**config.mk**
```make
export PLATFORM = sky130hd
export DESIGN_NAME = bft_rem_pipe
export DESIGN_NICKNAME = d
export VERILOG_FILES = /design/src/hw/rtl/box_fold_4d_tiled_assert.svh /design/src/hw/rtl/bft_pkg.sv /design/src/hw/rtl/bft_rem_pipe.sv
export SDC_FILE = /design/constraint.sdc
export NUM_CORES = 2
export LEC_CHECK = 0
export ABC_CLOCK_PERIOD_IN_PS = 7700
export BUFFER_PORTS_ARGS = -buffer_cell sky130_fd_sc_hd__buf_2
export CORE_AREA = 2 2 668 338
export CTS_CLUSTER_DIAMETER = 50
export DETAILED_ROUTE_END_ITERATION = 7
export DIE_AREA = 0 0 670 340
export PLACE_DENSITY = 0.7
export SLEW_MARGIN = 20
export SYNTH_ARGS = -nofsm -noshare
export SYNTH_HDL_FRONTEND = slang
export SYNTH_SLANG_ARGS = --single-unit
```
**constraint.sdc**
```tcl
create_clock -name clk -period 7.7 [get_ports clk]
set_clock_uncertainty 0.05 [all_clocks]
set_input_delay 1.155 -clock clk [delete_from_list [all_inputs] [get_ports clk]]
set_output_delay 1.155 -clock clk [all_outputs]
set_load 0.02 [all_outputs]
```
**src/hw/rtl/box_fold_4d_tiled_assert.svh**
```systemverilog
// Assertion macros for the tiled 4D box fold.
// In synthesis builds the macros expand to nothing.
`ifndef BOX_FOLD_4D_TILED_ASSERT_SVH
`define BOX_FOLD_4D_TILED_ASSERT_SVH
`ifndef SYNTHESIS
`define BFT_ASSERT_NOW(lbl, clk, rst_n, prop) \
  lbl: assert property (@(posedge clk) disable iff (!rst_n) (prop)) \
    else $error("box fold assertion failed");
`define BFT_ASSERT_NEXT(lbl, clk, rst_n, ante, cons) \
  lbl: assert property (@(posedge clk) disable iff (!rst_n) (ante) |=> (cons)) \
    else $error("box fold assertion failed");
`else
`define BFT_ASSERT_NOW(lbl, clk, rst_n, prop)
`define BFT_ASSERT_NEXT(lbl, clk, rst_n, ante, cons)
`endif
`endif

```
**src/hw/rtl/bft_pkg.sv**
```systemverilog
`timescale 1ns / 1ps
package bft_pkg;

  localparam int WORD_BITS  = 32;
  localparam int FRAC_BITS  = 16;
  localparam int CFG_W      = 31;
  localparam int CTRL_W     = 5;
  localparam int CFG_IDX_W  = 3;
  localparam int NUM_AXES   = 4;
  localparam int REM_STAGES = WORD_BITS;
  // Input register, one stage per quotient bit, reduce stage, fold stage.
  localparam int PIPE_LAT   = REM_STAGES + 3;
  localparam int CTRL_LIMITED_BIT = 4;

  localparam logic signed [WORD_BITS-1:0] WORD_MAX = {1'b0, {(WORD_BITS-1){1'b1}}};
  localparam logic signed [WORD_BITS-1:0] WORD_MIN = {1'b1, {(WORD_BITS-1){1'b0}}};

  localparam logic [CFG_W-1:0]  RST_SIZE  = CFG_W'(131072);
  localparam logic [CFG_W-1:0]  RST_SCALE = CFG_W'(65536);
  localparam logic [CTRL_W-1:0] RST_CTRL  = CTRL_W'(1);
  localparam logic [CFG_W-1:0]  RST_REP   = CFG_W'(65536);

  typedef enum logic [CFG_IDX_W-1:0] {
    REG_SIZE_X     = 3'd0,
    REG_SIZE_Y     = 3'd1,
    REG_SIZE_Z     = 3'd2,
    REG_SIZE_W     = 3'd3,
    REG_TILE_SCALE = 3'd4,
    REG_FOLD_CTRL  = 3'd5,
    REG_REPEAT_POS = 3'd6,
    REG_REPEAT_NEG = 3'd7
  } cfg_reg_t;

  // Per-axis constants derived from the configuration registers.
  typedef struct packed {
    logic [CFG_W-1:0]            m;
    logic                        m_pos;
    logic [CFG_W-1:0]            s;
    logic                        s_zero;
    logic [CFG_W-1:0]            s2;
    logic signed [WORD_BITS-1:0] upper;
    logic signed [WORD_BITS-1:0] lower;
  } bft_axis_t;

  function automatic logic signed [WORD_BITS-1:0] sat_word(
      input logic signed [WORD_BITS+1:0] v);
    logic signed [WORD_BITS-1:0] r;
    if (v > (WORD_BITS+2)'(WORD_MAX)) begin
      r = WORD_MAX;
    end else if (v < (WORD_BITS+2)'(WORD_MIN)) begin
      r = WORD_MIN;
    end else begin
      r = v[WORD_BITS-1:0];
    end
    return r;
  endfunction

endpackage

```
**src/hw/rtl/bft_rem_pipe.sv**
```systemverilog
`timescale 1ns / 1ps
module bft_rem_pipe (
  input  logic                                clk,
  input  logic signed [bft_pkg::WORD_BITS-1:0] in_c,
  input  logic [bft_pkg::CFG_W-1:0]           m,
  output logic signed [bft_pkg::WORD_BITS-1:0] out_c,
  output logic [bft_pkg::WORD_BITS-1:0]       out_rem
);
  import bft_pkg::*;

  logic signed [WORD_BITS-1:0] c_r   [REM_STAGES];
  logic [WORD_BITS-1:0]        dvd_r [REM_STAGES];
  logic [WORD_BITS-1:0]        rem_r [REM_STAGES];
  logic [WORD_BITS-1:0]        mag;

  // Magnitude of the coordinate; the most negative value maps to 2^31.
  assign mag = in_c[WORD_BITS-1] ? (WORD_BITS'(0) - in_c) : in_c;

  // Restoring remainder, one dividend bit per stage.
  for (genvar k = 0; k < REM_STAGES; k++) begin : g_stage
    logic [WORD_BITS-1:0] rem_prev, dvd_prev;
    logic [WORD_BITS:0]   trial;
    logic signed [WORD_BITS-1:0] c_prev;

    if (k == 0) begin : g_first
      assign rem_prev = '0;
      assign dvd_prev = mag;
      assign c_prev   = in_c;
    end else begin : g_next
      assign rem_prev = rem_r[k-1];
      assign dvd_prev = dvd_r[k-1];
      assign c_prev   = c_r[k-1];
    end

    assign trial = {rem_prev, dvd_prev[WORD_BITS-1]};

    always_ff @(posedge clk) begin
      c_r[k]   <= c_prev;
      dvd_r[k] <= {dvd_prev[WORD_BITS-2:0], 1'b0};
      if (trial >= (WORD_BITS+1)'(m)) begin
        rem_r[k] <= WORD_BITS'(trial - (WORD_BITS+1)'(m));
      end else begin
        rem_r[k] <= trial[WORD_BITS-1:0];
      end
    end
  end

  assign out_c   = c_r[REM_STAGES-1];
  assign out_rem = rem_r[REM_STAGES-1];

endmodule

```
==> results_dict.tcl <==
set metrics [dict create \
    status "finished, final reports clean" \
    cp_max_fo 39 \
    wl_mm 350 \
    p_leak_uw 0.0545 \
    whs_endpoint "c_r[1][248]" \
    power_density_nw_per_um2 337 \
    start_kind "primary input" \
    drt_first_pass_iters 8 \
    critical_path.most_common_cell "buf_4" \
    place_inst 14203 \
    fin_crit_sh_pct 72.8 \
    grt_max_degree 63 \
    grt_pass1_vias 78359 \
    final_core_util_pct 54.8 \
    overflow 0 \
    reg2reg_depth 11 \
    grt_setup_unrepaired "false" \
    ys.flop_type "dfxtp_1" \
    placeableCoreArea_um2 223000 \
    vdd_drop_max_mv 0.250 \
    drive_gt1_share_pct 8.70 \
    rows 123 \
    yosys_warnings 0 \
    ctsHtreeMaxLevel 4 \
    ctsResizeCount 0 \
    tightest_slew_ns 1.22 \
    hold_depth 0 \
    placed_cell_area_um2 114000 \
    required_ns 8.37 \
    slew_violations 0 \
    timing.rr.end "rem_r[1][321]" \
    final_cell_mix "dfxtp_1, a21oi_1, ha_1" \
    hold_violations 0 \
    grt_antenna_before_repair 24 \
    reg2reg_from "rem_r[1][314]" \
    synth.cell_area_um2 110000 \
    hp-class "reg -> reg" \
    reg2reg_slack_ns 2.95 \
    dpl.hpwl_mm 268 \
    grt_pass1_wl_mm 510 \
    drt-initial-drc-count 10403 \
    start_util_pct 49.5 \
    synth-edff-count 0 \
    hold_ws_ns 0.215 \
    syn_nets 12350 \
    path_clk_slew_ns 0.07 \
    synth-seq-cells 2513 \
    cap_violations 0 \
    die_w_um 670 \
    worstPathArrival_ns 6.28 \
    drc 0 \
    numCtsBuffers 224 \
    area_growth_pct 10.7 \
    clkLatencyLatePin_ns 0.92 \
    crit_type "in -> reg" \
    wl_per_cell_um 23.9 \
    instances_no_fill 14616 \
    worst-path-buf-inv 5 \
    cts.root.buffer_cell "clkbuf_16" \
    port_buffers 127 \
    postRouteAntennaNets 0 \
    min_period_ns 5.61 \
    max_stage_delay_ns 0.87 \
    die_y_um 340 \
    seq_area_frac_synth_pct 45.6 \
    globalRouteTotalUtil_pct 29.5 \
    cp_slowest_cell "nor3b_1" \
    via_per_inst 5.91 \
    cts_num_sinks 2513 \
    relSlewSlack_pct 18.9 \
    cts_setup_buffers 0 \
    die-area_um2 228000 \
    gp_congestion 1.06 \
    fin_tns_setup_ns 0 \
    crit_path_end_kind "register" \
    setup_viol 0 \
    layout_commonest_cell "dfxtp_1" \
    crit_family "compound AO/OA/AOI/OAI gates" \
    cts.path.max_buffers 4 \
    final_area_um2 122000 \
    tritoncts "built" \
    pin_count 128 \
    synthCells 11291 \
    hold_start "c_r[1][216]" \
    synthDistinctLibCells 103 \
    synthArstFlopShare_pct 0 \
    fmax_ghz 0.178 \
    nNetsFinal 12488 \
    crit_chain "buf_2 -> inv_2 -> buf_4 -> ha_1 -> inv_1 -> nor3b_1 -> a221o_1 -> nor3_1 -> o21bai_1 -> a311oi_2 -> o21ai_4 -> buf_4 -> nor2_1 -> a21oi_1" \
    vias 86382 \
    postCtsHoldBufs 0 \
    synth.avg_cell_area_um2 9.76 \
]
-- final cells by class --
class	count	area (um2)
sequential	2513	50300
fill	19378	101000
clock inverter	112	1480
antenna	12	30.0
tap	3000	3750
multi-input combinational	8118	57500
timing repair buffer	248	1620
clock buffer	289	6220
inverter	324	1220
-- logic make-up (layout without fill, tap and decap cells) --
group                      count (synthesis)  after routing  synth area share (%)
AOI/OAI and AO/OA                       3308           3308                  18.9
and+or+nand+nor                         2610           2610                  11.2
DFF                                     2513           2513                  45.6
adders and majority gates                995            995                  11.5
xor gates and xnor gates                 867            867                  6.89
buffers and inverters                    660            973                  2.45
muxes                                    338            338                  3.43
other                                      0             12                     0
-- power breakdown --
group | internal, uW | switching (uW)
sequential | 14700 | 1750
clock | 6650 | 5120
combinational | 5320 | 7620
-- routing by layer --
metal | up-vias | GRT usage (%) | part of all wire, %
met5 | - | 0.429 | 0.072
met4 | 12 | 5.85 | 2.0
met3 | 495 | 14.9 | 16
met2 | 4478 | 32.7 | 32
met1 | 40648 | 47.6 | 50
li1 | 40749 | - | -
-- worst max-delay path by stage --
stage / start / end / slack [ns] / depth (start not counted)
3_5_place_dp: in_c[9] / rem_r[0][29] / 1.62 / 14
4_1_cts: m[1] / rem_r[0][186] / 2.53 / 13
3_3_place_gp: m[1] / rem_r[0][186] / 1.77 / 13
2_1_floorplan: m[1] / rem_r[1][295] / 0.69 / 13
5_1_grt: m[4] / rem_r[1][404] / 2.16 / 14
6_report: m[4] / rem_r[1][404] / 2.09 / 14
-- flip-flops by register name, indices dropped and copies added (netlist names) --
| register | flops |
|---|---|
| rem_r | 1024 |
| dvd_r | 465 |
| c_r | 1024 |
-- metrics by stage --
step,power (uW),worst slack [ns]
floorplan,24900,0.695
global placement,28600,1.77
detailed placement,28800,1.62
CTS,40600,2.53
global route,42900,2.16
finish,41200,2.09
-- Yosys cell counts, types with 133 or more instances --
cell      count  share of area [%]
nand3_1     179               0.81
ha_1        964                 11
a21o_1      526                3.6
xor2_1      321                2.6
inv_1       324                1.1
nand4_1     143               0.81
a21oi_1    1084                4.9
nor2_1      688                2.3
clkbuf_1    238               0.81
dfxtp_1    2513                 46
o21bai_1    139               0.95
o21ai_0     692                3.1
nand2_1     843                2.9
xnor2_1     546                4.3
mux2_2      235                2.4
nand2b_1    133               0.75
-- worst register-to-register path, stage by stage, from the launching register on --
cell and delay [ns]:
dfxtp_1 1.12, ha_1 0.49, and3_1 0.24, nand4_1 0.18, nor3_1 0.07, a41oi_1 0.28, inv_1 0.08, a2111oi_0 0.67
o21a_1 0.22, o31a_1 0.36, buf_4 0.46, mux2_2 0.42
No activity file was read; power rests on OpenSTA's default activity.
