<file path="src/hw/rtl/box_fold_4d_tiled_assert.svh">
// Assertion macros for the tiled 4D box fold.
// In synthesis builds the macros expand to nothing.
`ifndef BOX_FOLD_4D_TILED_ASSERT_SVH
`define BOX_FOLD_4D_TILED_ASSERT_SVH
`ifndef SYNTHESIS
`define BFT_ASSERT_NOW(lbl, clk, rst_n, prop) \
  lbl: assert property (@(posedge clk) disable iff (!rst_n) (prop)) \
    else $error("box fold assertion failed");
`define BFT_ASSERT_NEXT(lbl, clk, rst_n, ante, cons) \
  lbl: assert property (@(posedge clk) disable iff (!rst_n) (ante) |=> (cons)) \
    else $error("box fold assertion failed");
`else
`define BFT_ASSERT_NOW(lbl, clk, rst_n, prop)
`define BFT_ASSERT_NEXT(lbl, clk, rst_n, ante, cons)
`endif
`endif

</file>
<file path="src/hw/rtl/bft_pkg.sv">
`timescale 1ns / 1ps
package bft_pkg;

  localparam int WORD_BITS  = 32;
  localparam int FRAC_BITS  = 16;
  localparam int CFG_W      = 31;
  localparam int CTRL_W     = 5;
  localparam int CFG_IDX_W  = 3;
  localparam int NUM_AXES   = 4;
  localparam int REM_STAGES = WORD_BITS;
  // Input register, one stage per quotient bit, reduce stage, fold stage.
  localparam int PIPE_LAT   = REM_STAGES + 3;
  localparam int CTRL_LIMITED_BIT = 4;

  localparam logic signed [WORD_BITS-1:0] WORD_MAX = {1'b0, {(WORD_BITS-1){1'b1}}};
  localparam logic signed [WORD_BITS-1:0] WORD_MIN = {1'b1, {(WORD_BITS-1){1'b0}}};

  localparam logic [CFG_W-1:0]  RST_SIZE  = CFG_W'(131072);
  localparam logic [CFG_W-1:0]  RST_SCALE = CFG_W'(65536);
  localparam logic [CTRL_W-1:0] RST_CTRL  = CTRL_W'(1);
  localparam logic [CFG_W-1:0]  RST_REP   = CFG_W'(65536);

  typedef enum logic [CFG_IDX_W-1:0] {
    REG_SIZE_X     = 3'd0,
    REG_SIZE_Y     = 3'd1,
    REG_SIZE_Z     = 3'd2,
    REG_SIZE_W     = 3'd3,
    REG_TILE_SCALE = 3'd4,
    REG_FOLD_CTRL  = 3'd5,
    REG_REPEAT_POS = 3'd6,
    REG_REPEAT_NEG = 3'd7
  } cfg_reg_t;

  // Per-axis constants derived from the configuration registers.
  typedef struct packed {
    logic [CFG_W-1:0]            m;
    logic                        m_pos;
    logic [CFG_W-1:0]            s;
    logic                        s_zero;
    logic [CFG_W-1:0]            s2;
    logic signed [WORD_BITS-1:0] upper;
    logic signed [WORD_BITS-1:0] lower;
  } bft_axis_t;

  function automatic logic signed [WORD_BITS-1:0] sat_word(
      input logic signed [WORD_BITS+1:0] v);
    logic signed [WORD_BITS-1:0] r;
    if (v > (WORD_BITS+2)'(WORD_MAX)) begin
      r = WORD_MAX;
    end else if (v < (WORD_BITS+2)'(WORD_MIN)) begin
      r = WORD_MIN;
    end else begin
      r = v[WORD_BITS-1:0];
    end
    return r;
  endfunction

endpackage

</file>
<file path="src/hw/rtl/bft_fold_out.sv">
`timescale 1ns / 1ps
module bft_fold_out (
  input  logic                                clk,
  input  logic signed [bft_pkg::WORD_BITS-1:0] c,
  input  logic [bft_pkg::WORD_BITS-1:0]       rem,
  input  bft_pkg::bft_axis_t                  axis,
  input  logic                                en,
  input  logic                                limited,
  output logic signed [bft_pkg::WORD_BITS-1:0] folded
);
  import bft_pkg::*;

  logic [WORD_BITS-1:0]        m_minus;
  logic signed [WORD_BITS:0]   red;
  logic signed [WORD_BITS:0]   red_signed;
  logic                        in_win, pass_nxt;
  logic signed [WORD_BITS-1:0] c_a_r, cred_a_r, cred_nxt;
  logic                        pass_a_r;
  logic signed [WORD_BITS-1:0] negc, s_w, s2_w;
  logic signed [WORD_BITS+1:0] sum_hi, sum_lo;
  logic signed [WORD_BITS-1:0] folded_r, folded_nxt;

  // Reduce stage: remainder to a value nearest zero; a tie takes the sign opposite to the coordinate.
  always_comb begin
    m_minus    = WORD_BITS'(axis.m) - rem;
    if (rem >= m_minus) begin
      red = $signed({1'b0, rem}) - $signed((WORD_BITS+1)'(axis.m));
    end else begin
      red = $signed({1'b0, rem});
    end
    red_signed = c[WORD_BITS-1] ? -red : red;
    cred_nxt   = axis.m_pos ? red_signed[WORD_BITS-1:0] : c;
    in_win     = (c < axis.upper) && (c > axis.lower);
    pass_nxt   = !en || axis.s_zero || (limited && !in_win);
  end

  always_ff @(posedge clk) begin
    c_a_r    <= c;
    cred_a_r <= cred_nxt;
    pass_a_r <= pass_nxt;
  end

  // Fold stage: reflect about +s or -s, or pass the coordinate through.
  always_comb begin
    s_w    = $signed({1'b0, axis.s});
    s2_w   = $signed({1'b0, axis.s2});
    negc   = (cred_a_r == WORD_MIN) ? WORD_MAX : -cred_a_r;
    sum_hi = (WORD_BITS+2)'(s2_w) + (WORD_BITS+2)'(negc);
    sum_lo = -((WORD_BITS+2)'(s2_w)) + (WORD_BITS+2)'(negc);
    if (pass_a_r) begin
      folded_nxt = c_a_r;
    end else if (cred_a_r > s_w) begin
      folded_nxt = sat_word(sum_hi);
    end else if (cred_a_r < -s_w) begin
      folded_nxt = sat_word(sum_lo);
    end else begin
      folded_nxt = cred_a_r;
    end
  end

  always_ff @(posedge clk) begin
    folded_r <= folded_nxt;
  end

  assign folded = folded_r;

endmodule
</file>
<file path="config.mk">
export PLATFORM = sky130hd
export DESIGN_NAME = bft_fold_out
export DESIGN_NICKNAME = d
export VERILOG_FILES = /design/src/hw/rtl/box_fold_4d_tiled_assert.svh /design/src/hw/rtl/bft_pkg.sv /design/src/hw/rtl/bft_fold_out.sv
export SDC_FILE = /design/constraint.sdc
export NUM_CORES = 1
export LEC_CHECK = 0
export BUFFER_PORTS_ARGS = -buffer_cell sky130_fd_sc_hd__buf_2
export CAP_MARGIN = 20
export CORE_MARGIN = 4
export CORE_UTILIZATION = 52
export CTS_CLUSTER_SIZE = 24
export DETAILED_ROUTE_END_ITERATION = 8
export PLACE_DENSITY = 0.74
export RECOVER_POWER = 25
export SYNTH_ARGS = -nofsm -noshare
export SYNTH_HDL_FRONTEND = slang
export SYNTH_SLANG_ARGS = --single-unit
</file>
<file path="constraint.sdc">
create_clock -name clk -period 10.8 [get_ports clk]
set_input_delay 1.08 -clock clk [delete_from_list [all_inputs] [get_ports clk]]
set_output_delay 1.08 -clock clk [all_outputs]
set_load 0.005 [all_outputs]
</file>
==> flow_summary.yaml, run 1 <==
clock_tree:
  tritoncts_num_sinks: 97
  path_clk_slew_ns: 0.07
  cts_htree_levels: 3
  cts_tree: "yes"
  postCtsSetupBuffers: 0
  ctsRootBufferMaster: "sky130_fd_sc_hd__clkbuf_16"
  holdBufCountCts: 0
  ctsResizeCount: 0
  numCtsBuffers: 9
  clock_latency_ns: 0.36
  cts.path.max_buffers: 2
placement:
  buffer_ports.inserted: 257
  place_worst_setup_slack_ns: 1.81
  hpwl_um: 49900
  globalplace.congestion: 1.02
  dpl-instance-area_mm2: 0.0186
grt:
  globalRoute.totalOverflow: 0
  grt_first_pass_wirelength_um: 92100
  maximum_number_of_pins_on_one_net_before_global_route_repair: 59
  grt_pass1_vias: 17697
  track_usage_pct: 31.7
  number_of_antenna_violations_at_the_first_check_in_global_routing: 3
flow_run:
  maximum_capacitance_violations: 0
min_path:
  hold_path.class: "register to register"
  holdCritStartpoint: "c_a_r[26]"
  worstHoldEndpoint: "folded[26]"
  min_delay_path_depth: 2
yosys:
  syn_area_per_cell_um2: 7.16
  synth-edff-count: 0
  synth_cell_type_count: 91
  synth-main-ff-cell: "sky130_fd_sc_hd__dfxtp_1"
  synthesis.nets: 2895
  syn-instance-count: 2382
  yosysSeqAreaShare_pct: 11.4
  postSynth.asyncResetShare_pct: 0
  mappedNetlistArea_mm2: 0.0171
  ys_seq_elements: 97
  synth-warning-count: 0
routing:
  detail_route.vias_per_cell: 5.98
  drtPass1Iterations: 8
  num_vias: 18043
  routed_wirelength_um: 59200
  drt-initial-drc-count: 1532
  ant_nets: 0
  drt-wirelength-per-cell_um: 19.6
  post-route-drc-count: 0
layout:
  fin_nets: 3082
  postLayoutCellArea_mm2: 0.0189
  share_of_final_layout_standard_cells_stronger_than_drive_strength_1_pct: 12.8
  area.growth.synth_to_final_pct: 10.7
floorplanning:
  floorplan.die.width_um: 189
  core_region_area_mm2: 0.0325
  die_height_um: 189
  i_o_pins: 258
  start_util_pct: 52.6
  placement_rows: 66
  die-area_mm2: 0.0358
timing:
  max_transition_margin_pct: 20.7
  finalSetupTns_ns: 0
  finalHoldViolCount: 0
  finalMaxSlewViolations: 0
  tightestPinTransition_ns: 1.19
  fin_hold_ws_ns: 0.445
  period_needed_ns: 8.73
  report.final.setup_viol: 0
  clock.fmax_mhz: 115
  worst_clock_skew_ns: 0.0165
  setup_slack_ns: 2.07
  grt_setup_unrepaired: "no"
  final.period_utilization_pct: 80.8
critical_path:
  critical_path.max_stage_delay_ns: 0.74
  ff2ff_setup_slack_ns: 4.05
  start_kind: "primary input"
  timing.rr.end: "folded[14]"
  critPathSlowestCell: "sky130_fd_sc_hd__or4b_2"
  worst_path_most_repeated_cell: "sky130_fd_sc_hd__a21oi_1"
  timing.critical_path.to_type: "register"
  worstPathRequired_ns: 11.05
  rr_worst_depth: 18
  worst_r2r_startpoint: "cred_a_r[5]"
  crit_arrival_ns: 8.98
  crit_type: "primary input to register"
  critical_path.max_fanout: 43
power_and_ir_drop:
  power.density_mw_per_mm2: 124
  ir_drop_mv: 0.0845
  static_leak_nw: 9.06
  report.power.total_mw: 2.35
status:
  outcome: "finished, final reports clean"
==> cells by family (layout without fill, tap and decap cells) <==
kind of cell	count (synthesis)	count (layout)	share of synthesized area (%)
muxes	33	33	2.07
AOI/OAI and AO/OA	669	669	25.8
and+or+nand+nor	762	762	22.2
xor gates and xnor gates	177	177	9.09
other	0	3	0
adders and majority gates	291	291	21.5
buffers and inverters	353	545	8.00
DFF	97	97	11.4
==> synth_stat cells, types with 7 or more instances <==
| library cell | instances | area [um2] |
|---|---|---|
| sky130_fd_sc_hd__a2111oi_0 | 7 | 61.3 |
| sky130_fd_sc_hd__a211oi_1 | 26 | 195 |
| sky130_fd_sc_hd__a21o_1 | 61 | 458 |
| sky130_fd_sc_hd__a21oi_1 | 226 | 1130 |
| sky130_fd_sc_hd__a221oi_1 | 15 | 131 |
| sky130_fd_sc_hd__a31oi_1 | 21 | 131 |
| sky130_fd_sc_hd__a41oi_1 | 7 | 61.3 |
| sky130_fd_sc_hd__and2_1 | 13 | 81.3 |
| sky130_fd_sc_hd__and3_1 | 14 | 87.6 |
| sky130_fd_sc_hd__buf_1 | 8 | 30.0 |
| sky130_fd_sc_hd__buf_2 | 8 | 40.0 |
| sky130_fd_sc_hd__clkbuf_1 | 73 | 274 |
| sky130_fd_sc_hd__dfxtp_1 | 97 | 1940 |
| sky130_fd_sc_hd__ha_1 | 283 | 3540 |
| sky130_fd_sc_hd__inv_1 | 259 | 972 |
| sky130_fd_sc_hd__mux2_2 | 18 | 203 |
| sky130_fd_sc_hd__mux2i_1 | 15 | 150 |
| sky130_fd_sc_hd__nand2_1 | 174 | 653 |
| sky130_fd_sc_hd__nand2b_1 | 35 | 219 |
| sky130_fd_sc_hd__nand3_1 | 43 | 215 |
| sky130_fd_sc_hd__nand4_1 | 51 | 319 |
| sky130_fd_sc_hd__nor2_1 | 212 | 796 |
| sky130_fd_sc_hd__nor2b_1 | 32 | 200 |
| sky130_fd_sc_hd__nor3_1 | 67 | 335 |
| sky130_fd_sc_hd__nor3b_1 | 9 | 67.6 |
| sky130_fd_sc_hd__nor4_1 | 29 | 181 |
| sky130_fd_sc_hd__o211ai_1 | 20 | 150 |
| sky130_fd_sc_hd__o21a_1 | 20 | 150 |
| sky130_fd_sc_hd__o21ai_0 | 119 | 596 |
| sky130_fd_sc_hd__o21bai_1 | 17 | 128 |
| sky130_fd_sc_hd__o311a_1 | 8 | 80.1 |
| sky130_fd_sc_hd__o31ai_1 | 21 | 158 |
| sky130_fd_sc_hd__or2_2 | 16 | 100 |
| sky130_fd_sc_hd__or3_1 | 26 | 163 |
| sky130_fd_sc_hd__or4_1 | 7 | 52.6 |
| sky130_fd_sc_hd__xnor2_1 | 117 | 1020 |
| sky130_fd_sc_hd__xor2_1 | 60 | 526 |
==> worst max-delay path, delay by kind of cell <==
kind                       cells  cell delay (ns)
buffers and inverters          4             0.49
AOI/OAI and AO/OA             14             3.75
adders and majority gates      4             1.17
xor gates and xnor gates       2             0.21
and+or+nand+nor                8             1.69
muxes                          2             0.57
==> worst max-delay path by stage <==
stage	start	endpoint	cells after the start	slack (ns)
floorplan	axis[128]	cred_a_r[28]	37	2.88
global placement	axis[128]	cred_a_r[28]	34	2.10
detailed placement	axis[128]	cred_a_r[28]	34	1.81
CTS	axis[128]	cred_a_r[28]	34	2.20
global route	rem[0]	cred_a_r[28]	33	1.56
finish	axis[128]	cred_a_r[28]	34	2.07
==> cell type report <==
cell class	instances	area, um2
multi-input cells	1932	13800
fillers	3182	13600
flip-flops and latches	97	1940
repair buffers	270	1340
inverters	259	972
well taps	442	553
clock buffers	12	256
clock inverters	4	27.5
diodes	3	7.51
==> placed cells by master (no fill, tap or decap), types with 7 or more instances in the layout <==
cell	instances
sky130_fd_sc_hd__xor2_1	60
sky130_fd_sc_hd__a21oi_1	226
sky130_fd_sc_hd__a31oi_1	20
sky130_fd_sc_hd__o21bai_1	17
sky130_fd_sc_hd__or2_2	16
sky130_fd_sc_hd__buf_4	13
sky130_fd_sc_hd__a41oi_1	7
sky130_fd_sc_hd__xnor2_1	117
sky130_fd_sc_hd__nor2_1	212
sky130_fd_sc_hd__nand2_1	174
sky130_fd_sc_hd__dfxtp_1	96
sky130_fd_sc_hd__o21ai_0	119
sky130_fd_sc_hd__o211ai_1	20
sky130_fd_sc_hd__nand4_1	51
sky130_fd_sc_hd__mux2_2	18
sky130_fd_sc_hd__inv_1	259
sky130_fd_sc_hd__or4_1	7
sky130_fd_sc_hd__o31ai_1	21
sky130_fd_sc_hd__o21a_1	20
sky130_fd_sc_hd__nor4_1	29
sky130_fd_sc_hd__nor3b_1	9
sky130_fd_sc_hd__clkbuf_1	33
sky130_fd_sc_hd__a21o_1	61
sky130_fd_sc_hd__or3_1	26
sky130_fd_sc_hd__and3_1	14
sky130_fd_sc_hd__a221oi_1	15
sky130_fd_sc_hd__a211oi_1	26
sky130_fd_sc_hd__nand2b_1	35
sky130_fd_sc_hd__nand3_1	43
sky130_fd_sc_hd__buf_2	225
sky130_fd_sc_hd__nor2b_1	32
sky130_fd_sc_hd__and2_1	13
sky130_fd_sc_hd__a2111oi_0	7
sky130_fd_sc_hd__o311a_1	8
sky130_fd_sc_hd__ha_1	283
sky130_fd_sc_hd__clkbuf_16	9
sky130_fd_sc_hd__mux2i_1	14
sky130_fd_sc_hd__nor3_1	67
==> sequential cells by signal (all words and copies together), names as in the netlist <==
signal,cells
c_a_r,32
cred_a_r,32
folded,32
pass_a_r,1
==> per-stage QoR <==
| step | std cells | util, % |
|---|---|---|
| 4_1_cts | 3016 | 58.3 |
| 2_1_floorplan | 2382 | - |
| 3_5_place_dp | 3000 | 57.4 |
| 6_report | 3019 | 58.2 |
| 5_1_grt | 3019 | 58.2 |
| 3_3_place_gp | 3000 | 57.4 |
==> power breakdown <==
group | total, mW | internal, mW | switching, mW
sequential | 0.471 | 0.410 | 0.0615
combinational | 1.56 | 0.612 | 0.951
clock | 0.313 | 0.169 | 0.144
==> metal layers <==
metal / track usage [%] / part of all wire [%] / vias up
li1: - / - / 8865
met1: 41.3 / 43 / 8312
met2: 53.2 / 46 / 744
met3: 3.54 / 6.7 / 122
met4: 13.7 / 4.4 / 0
met5: 0 / 0 / -
Power figures use the tool's default switching activity.
==> run 2, diff against run 1 <==
clock period = 9.1 ns   (was 10.8 ns; I/O delays follow)
==> run 2 against run 1 <==
  * Combinational power grew 19%
  * Critical path depth grew 1
  * Clock skew grew 0.0041 ns
==> flow_summary.yaml, run 2 (synthesis gave the netlist of run 1 again) <==
status:
  outcome: "finished, final reports clean"
placement:
  buffer_ports.inserted: 257
  globalplace.congestion: 1.00
  hpwl_um: 49800
  placedCellCount: 3002
clock_tree:
  postCtsSetupBuffers: 0
  clock_latency_ns: 0.37
  path_clk_slew_ns: 0.08
  ctsResizeCount: 0
  cts.path.max_buffers: 2
  ctsRootBufferMaster: "sky130_fd_sc_hd__clkbuf_16"
  cts_tree: "yes"
  tritoncts_num_sinks: 97
  cts_htree_levels: 3
  holdBufCountCts: 0
  numCtsBuffers: 9
routing:
  drtPass1Iterations: 8
  drt-wirelength-per-cell_um: 19.6
  drt-initial-drc-count: 1501
  ant_nets: 0
  post-route-drc-count: 0
  num_vias: 18312
  routed_wirelength_um: 59300
  detail_route.vias_per_cell: 6.06
power_and_ir_drop:
  report.power.total_mw: 2.81
  combinational_group_share_of_total_power_pct: 66.0
  net-switching-power_mw: 1.38
  ir_drop_mv: 0.106
  power_report.internal_total_mw: 1.43
  share_seq_of_total_power_pct: 19.9
  static_leak_nw: 9.09
  power.density_mw_per_mm2: 149
  sw_frac_of_total_pct: 49.2
  clock_power_share_pct: 14.1
floorplanning:
  i_o_pins: 258
  die-area_mm2: 0.0358
  placement_rows: 66
  die_height_um: 189
  core_region_area_mm2: 0.0325
  start_util_pct: 52.6
  floorplan.die.width_um: 189
layout:
  fillers: 3167
  multi_input_area_mm2: 0.0138
  seq_area_mm2: 0.00194
  share_of_final_layout_standard_cells_stronger_than_drive_strength_1_pct: 12.9
  fin_nets: 3084
  layout.cells.most_common: "sky130_fd_sc_hd__ha_1"
  final-instance-count-excl-fill: 3020
  area.growth.synth_to_final_pct: 10.9
  final_cell_mix: "sky130_fd_sc_hd__ha_1 (283), sky130_fd_sc_hd__inv_1 (259), sky130_fd_sc_hd__a21oi_1 (226)"
critical_path:
  critical_path.max_stage_delay_ns: 0.73
  start_kind: "primary input"
  worstPathRequired_ns: 9.34
  worst_path_most_repeated_cell: "sky130_fd_sc_hd__a21oi_1"
  timing.rr.end: "folded[16]"
  critical_path.startpoint: "rem[0]"
  rr_worst_depth: 18
  ff2ff_setup_slack_ns: 2.12
  worst_r2r_startpoint: "cred_a_r[5]"
  crit_arrival_ns: 8.50
  critPathSlowestCell: "sky130_fd_sc_hd__or4b_2"
  crit_type: "primary input to register"
  critical_path.max_fanout: 7
  critPathCapture: "cred_a_r[28]"
  timing.critical_path.to_type: "register"
timing:
  max_transition_margin_pct: 18.0
  finalSetupTns_ns: 0
  grt_setup_unrepaired: "no"
  worst_clock_skew_ns: 0.0207
  finalHoldViolCount: 0
  report.final.setup_viol: 0
  finalMaxSlewViolations: 0
  clock.fmax_mhz: 121
  period_needed_ns: 8.26
  final.period_utilization_pct: 90.7
  tightestPinTransition_ns: 1.23
min_path:
  holdCritStartpoint: "c_a_r[24]"
  hold_path.class: "register to register"
grt:
  grt_pass1_vias: 17397
  grt_first_pass_wirelength_um: 92100
  number_of_antenna_violations_at_the_first_check_in_global_routing: 2
  track_usage_pct: 31.7
  globalRoute.totalOverflow: 0
  maximum_number_of_pins_on_one_net_before_global_route_repair: 59
flow_run:
  maximum_capacitance_violations: 0
==> run 2: cell types whose count changed in the layout (fill, tap and decap cells not counted) <==
cell | before | now
sky130_fd_sc_hd__clkinvlp_4 | 3 | 1
sky130_fd_sc_hd__diode_2 | 3 | 2
sky130_fd_sc_hd__clkinv_4 | 0 | 1
sky130_fd_sc_hd__bufinv_16 | 0 | 1
sky130_fd_sc_hd__inv_6 | 0 | 3
sky130_fd_sc_hd__buf_4 | 13 | 15
sky130_fd_sc_hd__clkbuf_8 | 2 | 0
sky130_fd_sc_hd__clkbuf_1 | 33 | 32
==> run 2: metal layers <==
layer | global-route usage (%) | part of all wire [%]
met2 | 52.7 | 46
met3 | 3.67 | 6.7
met1 | 41.8 | 43
met5 | 0 | 0
met4 | 13.1 | 4.1
==> run 2: cell type report <==
| type | count | share of cell area (%) |
|---|---|---|
| Timing Repair Buffer | 272 | 7.18 |
| Inverter | 259 | 5.14 |
| Sequential cell | 97 | 10.3 |
| Clock buffer | 9 | 1.19 |
| Tap cell | 442 | 2.92 |
| Clock inverter | 7 | 0.410 |
| Antenna cell | 2 | 0.0265 |
| Multi-Input combinational cell | 1932 | 72.9 |
==> run 2: worst min-delay path by stage <==
| stage | endpoint | slack [ns] | cells after the start |
|---|---|---|---|
| CTS | folded[24] | 0.45 | 2 |
| floorplan | folded[20] | 0.41 | 2 |
| global placement | folded[2] | 0.43 | 2 |
| global route | folded[0] | 0.47 | 2 |
| finish | folded[24] | 0.45 | 2 |
| detailed placement | folded[26] | 0.45 | 2 |
==> run 2: power by group through the flow <==
stage	clock network (mW)	registers [mW]	logic (mW)
2_1_floorplan	0	0.545	1.31
3_3_place_gp	0	0.566	1.78
3_5_place_dp	0	0.566	1.80
4_1_cts	0.406	0.557	1.82
5_1_grt	0.419	0.568	2.04
6_report	0.396	0.559	1.86
==> run 2: stage by stage <==
stage               instance area [um2]  hold slack [ns]  util, %  setup slack, ns
floorplan                         17100            0.406        -             1.35
global placement                  18600            0.430     57.5            0.884
detailed placement                18600            0.446     57.5            0.611
CTS                               18900            0.450     58.4            0.954
global route                      18900            0.472     58.3            0.356
finish                            18900            0.446     58.3            0.844
==> run 2: worst max-delay path: cells and delay by family <==
kind / cells / cell delay [ns]
adders and majority gates: 4 / 1.23
buffers and inverters: 3 / 0.39
xor gates and xnor gates: 2 / 0.22
muxes: 2 / 0.46
AOI/OAI and AO/OA: 15 / 3.43
and+or+nand+nor: 9 / 1.85
